File: config.mk
export PLATFORM = sky130hd
export DESIGN_NAME = mbot_cfg
export DESIGN_NICKNAME = d
export VERILOG_FILES = /design/src/hw/rtl/mandelbrot_image_orbit_trap_assert.svh /design/src/hw/rtl/mbot_pkg.sv /design/src/hw/rtl/mbot_cfg.sv
export SDC_FILE = /design/constraint.sdc
export NUM_CORES = 1
export LEC_CHECK = 0
export ABC_AREA = 1
export CORE_MARGIN = 1
export CORE_UTILIZATION = 55
export DETAILED_ROUTE_END_ITERATION = 7
export DONT_BUFFER_PORTS = 1
export PLACE_DENSITY = 0.7
export SYNTH_ARGS = -nofsm -noshare
export SYNTH_HDL_FRONTEND = slang
export SYNTH_SLANG_ARGS = --single-unit
File: constraint.sdc
create_clock -name clk_i -period 0.9 [get_ports clk_i]
set_input_delay 0.18 -clock clk_i [delete_from_list [all_inputs] [get_ports clk_i]]
set_output_delay 0.18 -clock clk_i [all_outputs]
set_load 0.01 [all_outputs]
File: src/hw/rtl/mandelbrot_image_orbit_trap_assert.svh
// assertion macros for the orbit trap renderer
`ifndef MANDELBROT_IMAGE_ORBIT_TRAP_ASSERT_SVH
`define MANDELBROT_IMAGE_ORBIT_TRAP_ASSERT_SVH

// property checked at every clock edge outside reset
`define MBOT_ASSERT(lbl, prop, msg) \
  lbl: assert property (@(posedge clk_i) disable iff (!rst_ni) (prop)) else $error(msg);

// condition that must never be seen outside reset
`define MBOT_ASSERT_NEVER(lbl, cond, msg) \
  lbl: assert property (@(posedge clk_i) disable iff (!rst_ni) !(cond)) else $error(msg);

`endif

File: src/hw/rtl/mbot_pkg.sv
`default_nettype none

package mbot_pkg;

  localparam int ImgW      = 512;
  localparam int ImgH      = 512;
  localparam int IterLimit = 1000;
  localparam int FracBits  = 27;

  localparam int CfgFrac   = 27;
  localparam int CfgW      = 32;
  localparam int CfgIdxW   = 3;
  localparam int StepRegW  = CfgW - 1;
  localparam int ScaleW    = 32;
  localparam int ScaleFrac = 20;
  localparam int PosW      = 9;
  localparam int ChanW     = 8;
  localparam int ColW      = 3 * ChanW;

  localparam int DpW       = FracBits + 5;
  localparam int ShUp      = (FracBits >= CfgFrac) ? FracBits - CfgFrac : 0;
  localparam int ShDn      = (FracBits < CfgFrac) ? CfgFrac - FracBits : 0;
  localparam int StepW     = DpW - 1;
  localparam int MapW      = DpW + PosW + 1;
  localparam int SqW       = 2 * DpW - FracBits;
  localparam int SumW      = SqW + 2;
  localparam int SatW      = (MapW > SumW) ? MapW : SumW;
  localparam int DiffW     = DpW + 1;
  localparam int TrapProdW = DiffW + ScaleW + 1;
  localparam int TrapSh    = FracBits + ScaleFrac;
  localparam int TxW       = TrapProdW - TrapSh;

  localparam int TrapDepth = ImgW * ImgH;
  localparam int AddrW     = $clog2(TrapDepth);
  localparam int XW        = $clog2(ImgW);
  localparam int YW        = $clog2(ImgH);
  localparam int IterW     = $clog2(IterLimit + 1);

  localparam logic signed [SqW:0] Four = (SqW + 1)'(4) << FracBits;
  localparam logic signed [TrapProdW-1:0] TrapBias =
    {{(TrapProdW - TrapSh){1'b0}}, {TrapSh{1'b1}}};

  localparam logic [CfgW-1:0]     ResetOrigin = 32'hE800_0000;
  localparam logic [StepRegW-1:0] ResetStep   = 31'h0018_0000;
  localparam logic [ScaleW-1:0]   ResetScale  = 32'h0555_5555;
  localparam logic [ColW-1:0]     BgColour    = 24'h33_BE_C3;
  localparam logic [ChanW-1:0]    ChanFull    = 8'hFF;

  typedef enum logic {
    CMD_WRITE  = 1'b0,
    CMD_RENDER = 1'b1
  } cmd_e;

  typedef enum logic [CfgIdxW-1:0] {
    REG_PLANE_REAL_ORIGIN = 3'd0,
    REG_PLANE_IMAG_ORIGIN = 3'd1,
    REG_STEP_REAL         = 3'd2,
    REG_STEP_IMAG         = 3'd3,
    REG_TRAP_REAL_ORIGIN  = 3'd4,
    REG_TRAP_IMAG_ORIGIN  = 3'd5,
    REG_TRAP_SCALE_REAL   = 3'd6,
    REG_TRAP_SCALE_IMAG   = 3'd7
  } cfg_idx_e;

  typedef struct packed {
    logic             command;
    logic [PosW-1:0]  pos_x;
    logic [PosW-1:0]  pos_y;
    logic [ChanW-1:0] texel_red;
    logic [ChanW-1:0] texel_green;
    logic [ChanW-1:0] texel_blue;
  } req_t;

  typedef struct packed {
    logic [PosW-1:0]  pixel_x;
    logic [PosW-1:0]  pixel_y;
    logic [ChanW-1:0] out_red;
    logic [ChanW-1:0] out_green;
    logic [ChanW-1:0] out_blue;
    logic             was_trapped;
  } rsp_t;

  typedef struct packed {
    logic signed [CfgW-1:0] plane_real_origin;
    logic signed [CfgW-1:0] plane_imag_origin;
    logic [StepRegW-1:0]    step_real;
    logic [StepRegW-1:0]    step_imag;
    logic signed [CfgW-1:0] trap_real_origin;
    logic signed [CfgW-1:0] trap_imag_origin;
    logic [ScaleW-1:0]      trap_scale_real;
    logic [ScaleW-1:0]      trap_scale_imag;
  } cfg_t;

  typedef struct packed {
    logic                  valid;
    logic signed [DpW-1:0] zr;
    logic signed [DpW-1:0] zi;
  } orbit_t;

  typedef struct packed {
    logic            valid;
    logic [ColW-1:0] colour;
  } hit_t;

  function automatic logic signed [DpW-1:0] to_dp(input logic signed [CfgW-1:0] v);
    logic signed [63:0] w;
    w = longint'(v);
    w = (w <<< ShUp) >>> ShDn;
    return DpW'(w);
  endfunction

  function automatic logic [StepW-1:0] step_dp(input logic [StepRegW-1:0] s);
    logic [63:0] w;
    w = 64'(s);
    w = (w << ShUp) >> ShDn;
    return StepW'(w);
  endfunction

  function automatic logic signed [DpW-1:0] saturate(input logic signed [SatW-1:0] v);
    logic signed [DpW-1:0] r;
    if (v[SatW-1:DpW-1] == '0 || v[SatW-1:DpW-1] == '1) begin
      r = v[DpW-1:0];
    end else if (v[SatW-1]) begin
      r = {1'b1, {(DpW - 1){1'b0}}};
    end else begin
      r = {1'b0, {(DpW - 1){1'b1}}};
    end
    return r;
  endfunction

  // integer part, rounded toward zero
  function automatic logic signed [TxW-1:0] trap_trunc(input logic signed [TrapProdW-1:0] p);
    logic signed [TrapProdW-1:0] b;
    b = p;
    if (p[TrapProdW-1]) begin
      b = p + TrapBias;
    end
    return b[TrapProdW-1:TrapSh];
  endfunction

  function automatic logic [AddrW-1:0] texel_addr(input logic [XW-1:0] x,
                                                  input logic [YW-1:0] y);
    return AddrW'(y) * AddrW'(ImgW) + AddrW'(x);
  endfunction

endpackage

`default_nettype wire

File: src/hw/rtl/mbot_cfg.sv
`default_nettype none

module mbot_cfg (
  input  logic                          clk_i,
  input  logic                          rst_ni,
  input  logic                          cfg_we_i,
  input  logic [mbot_pkg::CfgIdxW-1:0]  cfg_idx_i,
  input  logic [mbot_pkg::CfgW-1:0]     cfg_data_i,
  output mbot_pkg::cfg_t                cfg_o
);

  mbot_pkg::cfg_t cfg_q;

  always_ff @(posedge clk_i or negedge rst_ni) begin
    if (!rst_ni) begin
      cfg_q.plane_real_origin <= mbot_pkg::ResetOrigin;
      cfg_q.plane_imag_origin <= mbot_pkg::ResetOrigin;
      cfg_q.step_real         <= mbot_pkg::ResetStep;
      cfg_q.step_imag         <= mbot_pkg::ResetStep;
      cfg_q.trap_real_origin  <= mbot_pkg::ResetOrigin;
      cfg_q.trap_imag_origin  <= mbot_pkg::ResetOrigin;
      cfg_q.trap_scale_real   <= mbot_pkg::ResetScale;
      cfg_q.trap_scale_imag   <= mbot_pkg::ResetScale;
    end else if (cfg_we_i) begin
      case (cfg_idx_i)
        mbot_pkg::REG_PLANE_REAL_ORIGIN: begin
          cfg_q.plane_real_origin <= cfg_data_i;
        end
        mbot_pkg::REG_PLANE_IMAG_ORIGIN: begin
          cfg_q.plane_imag_origin <= cfg_data_i;
        end
        mbot_pkg::REG_STEP_REAL: begin
          cfg_q.step_real <= cfg_data_i[mbot_pkg::StepRegW-1:0];
        end
        mbot_pkg::REG_STEP_IMAG: begin
          cfg_q.step_imag <= cfg_data_i[mbot_pkg::StepRegW-1:0];
        end
        mbot_pkg::REG_TRAP_REAL_ORIGIN: begin
          cfg_q.trap_real_origin <= cfg_data_i;
        end
        mbot_pkg::REG_TRAP_IMAG_ORIGIN: begin
          cfg_q.trap_imag_origin <= cfg_data_i;
        end
        mbot_pkg::REG_TRAP_SCALE_REAL: begin
          cfg_q.trap_scale_real <= cfg_data_i;
        end
        mbot_pkg::REG_TRAP_SCALE_IMAG: begin
          cfg_q.trap_scale_imag <= cfg_data_i;
        end
        default: begin
        end
      endcase
    end
  end

  assign cfg_o = cfg_q;

endmodule

`default_nettype wire

==> metrics.yaml <==
synthesis:
  synthTopCellsByArea: "dfrtp_1 (52%), nand2_1 (24%), dfstp_2 (13%)"
  yosysWarnings: 0
  synth.yosys.seq_area_share_pct: 64.58
  syn_nets: 1174
  yosysTopAreaCellShare_pct: 51.89
  synth_seq_cells: 254
  avgSynthCellArea_um2: 8.745
  netlist_area_um2: 9935
  synth_cells: 1136
  synth_cell_types: 12
  yosys.area.top_type: "dfrtp_1"
clocking:
  h-tree-depth: 1
  clock-sinks: 254
  clk_pin_slew_ps: 60
  cts_buffer_depth: 3
  cts-root-buf: "clkbuf_16"
  numCtsBuffers: 26
  cts_tree: "done"
  clk_latency_ps: 520
detailed_routing:
  wl_um: 28770
  vias: 7642
  ant_nets: 0
  vias_per_cell: 5.455
  drcViolationCount: 0
  firstDrtPassIters: 5
  wl_met3_um: 2761
  top_layer: "met4"
  wire_per_inst_um: 20.53
  drt-met1-wl_um: 11870
  wl_met2_um: 13470
  first_iter_violations: 559
floorplanning:
  num_io_pins: 292
  row_count: 48
  coreArea_um2: 17480
  die_w_um: 136.4
  die_h_um: 136.4
  die-area_um2: 18600
  start_util_pct: 56.84
timing:
  timing.slew.headroom_pct: 66.36
  holdWs_ps: -646.7
  setup_slack_ps: -386.6
  slew_violations: 0
  min_period_ps: 1287
  timing.final.crit_share_pct: 143.0
  hold_viol: 254
  worst_pin_slew_ps: 503.0
  grt_setup_unrepaired: "yes"
  finalClockSkew_ps: 0
  fmax_mhz: 777.3
  finalSetupTns_ps: -62960
  finalSetupViolations: 257
grt:
  overflow: 0
  antenna_found_initial: 0
  grt_pass1_vias: 7409
  grt_use_total_pct: 30.71
  grt_max_degree: 255
  grt_pass1_wl_um: 43070
critical_path:
  r2r_cells: 2
  r2r_slack_ps: 130
  worst_setup_path_end_kind: "primary output"
  cp_data_arrival_time_ps: 1110
  r2r-end: "cfg_o[253]$_DFFE_PN1P_"
  path_class: "reg -> out"
  crit_required_ps: 720
  critPathMaxFanout: 2
  cp_num_cells: 0
  crit_path_start_kind: "flip-flop"
  r2r-start: "cfg_o[253]$_DFFE_PN1P_"
job:
  drv_cap: 0
pwr:
  power.density_nw_per_um2: 2639
  switching_power_w: 0.008969
  p_leak_nw: 6.178
  worst_ir_drop_vdd_v: 0.001864
  power_w: 0.03089
  combPwrFrac_pct: 9.4
  clockPowerShare_pct: 36.3
  internal_power_w: 0.02192
  power_switching_share_pct: 29.03
  p_seq_share_pct: 54.3
finish:
  area_growth_pct: 17.81
  nNetsFinal: 1195
  drive_gt1_share_pct: 14.37
  largest_reg_flops: 254
  antenna_cells: 0
  final_util_pct: 66.97
status:
  status: "finished, violations left"
  violations: "negative hold slack, negative setup slack"
placed_design:
  gp_congestion: 0.7962
  port_buffers: 0
  dp_hpwl_um: 18420
min_path:
  min-delay-path-class: "in -> async"
[cells by family after synthesis]
| logic type | after synthesis | synth area share [%] |
|---|---|---|
| buffers and inverters | 99 | 4.106 |
| DFF | 254 | 64.58 |
| and+or+nand+nor | 783 | 31.31 |
[layout make-up]
| class | count | area, um^2 |
|---|---|---|
| sequential | 254 | 6436 |
| timing repair buffer | 86 | 910.9 |
| clock buffer | 40 | 824.5 |
| fill | 1395 | 5773 |
| inverter | 6 | 22.52 |
| tap | 225 | 281.5 |
| clock inverter | 7 | 85.08 |
| multi-input combinational | 783 | 3143 |
[worst max-delay path by stage]
stage	start	end
5_1_grt	cfg_o[252]$_DFFE_PN1P_	cfg_o[252]
4_1_cts	cfg_o[95]$_DFFE_PN1P_	cfg_o[95]
3_5_place_dp	cfg_idx_i[2]	cfg_o[15]$_DFFE_PN0P_
3_3_place_gp	cfg_idx_i[1]	cfg_o[45]$_DFFE_PN0P_
6_report	cfg_o[95]$_DFFE_PN1P_	cfg_o[95]
2_1_floorplan	cfg_idx_i[2]	cfg_o[33]$_DFFE_PN0P_
[routing by layer]
metal  vias to the layer above  GRT usage, %
met1                      3726         41.27
met5                         -             0
met4                         0         8.765
met2                       333         48.51
li1                       3532             -
met3                        51         8.911
[per-stage QoR]
stage	hold WS (ps)	instances	setup slack [ps]	instance area, um^2
global route	-660.2	1401	-405.7	11700
global placement	-108.3	1310	-158.0	10330
finish	-646.7	1401	-386.6	11700
CTS	-662.6	1394	-404.1	11610
detailed placement	-108.6	1310	-167.6	10330
floorplan	-115.6	1136	-59.85	9958
[power groups by stage]
stage | registers [W] | logic, W | clock network (W)
after floorplan | 0.0162 | 0.00209 | 0
after global placement | 0.0169 | 0.00232 | 0
after detailed placement | 0.0169 | 0.00251 | 0
after CTS | 0.0168 | 0.00286 | 0.0113
after global routing | 0.0170 | 0.00335 | 0.0117
final | 0.0168 | 0.00290 | 0.0112
[Yosys cell counts (all sizes together)]
master and number:
dfrtp 206, buf 30, nand3 127, inv 6, dfstp 48, nand2 648, nor2 8, clkbuf 63
[what timing repair did]
item	in CTS	in global routing
hold endpoints to repair	508	257
setup buffers	0	5
hold buffers	37	1
setup endpoints to repair	254	255
pin swaps	0	1
gates resized for setup	5	12
gates cloned	0	1
[placed cells by master (no fill, tap or decap), drive strengths merged]
| master | n |
|---|---|
| clkbuf | 41 |
| bufinv | 2 |
| inv | 6 |
| buf | 47 |
| clkinv | 5 |
| nor2 | 8 |
| dlygate4sd3 | 37 |
| dlymetal6s4s | 1 |
| nand3 | 127 |
| nand2 | 648 |
| dfstp | 48 |
| dfrtp | 206 |
Note: power is estimated with default switching activity, not from simulation.
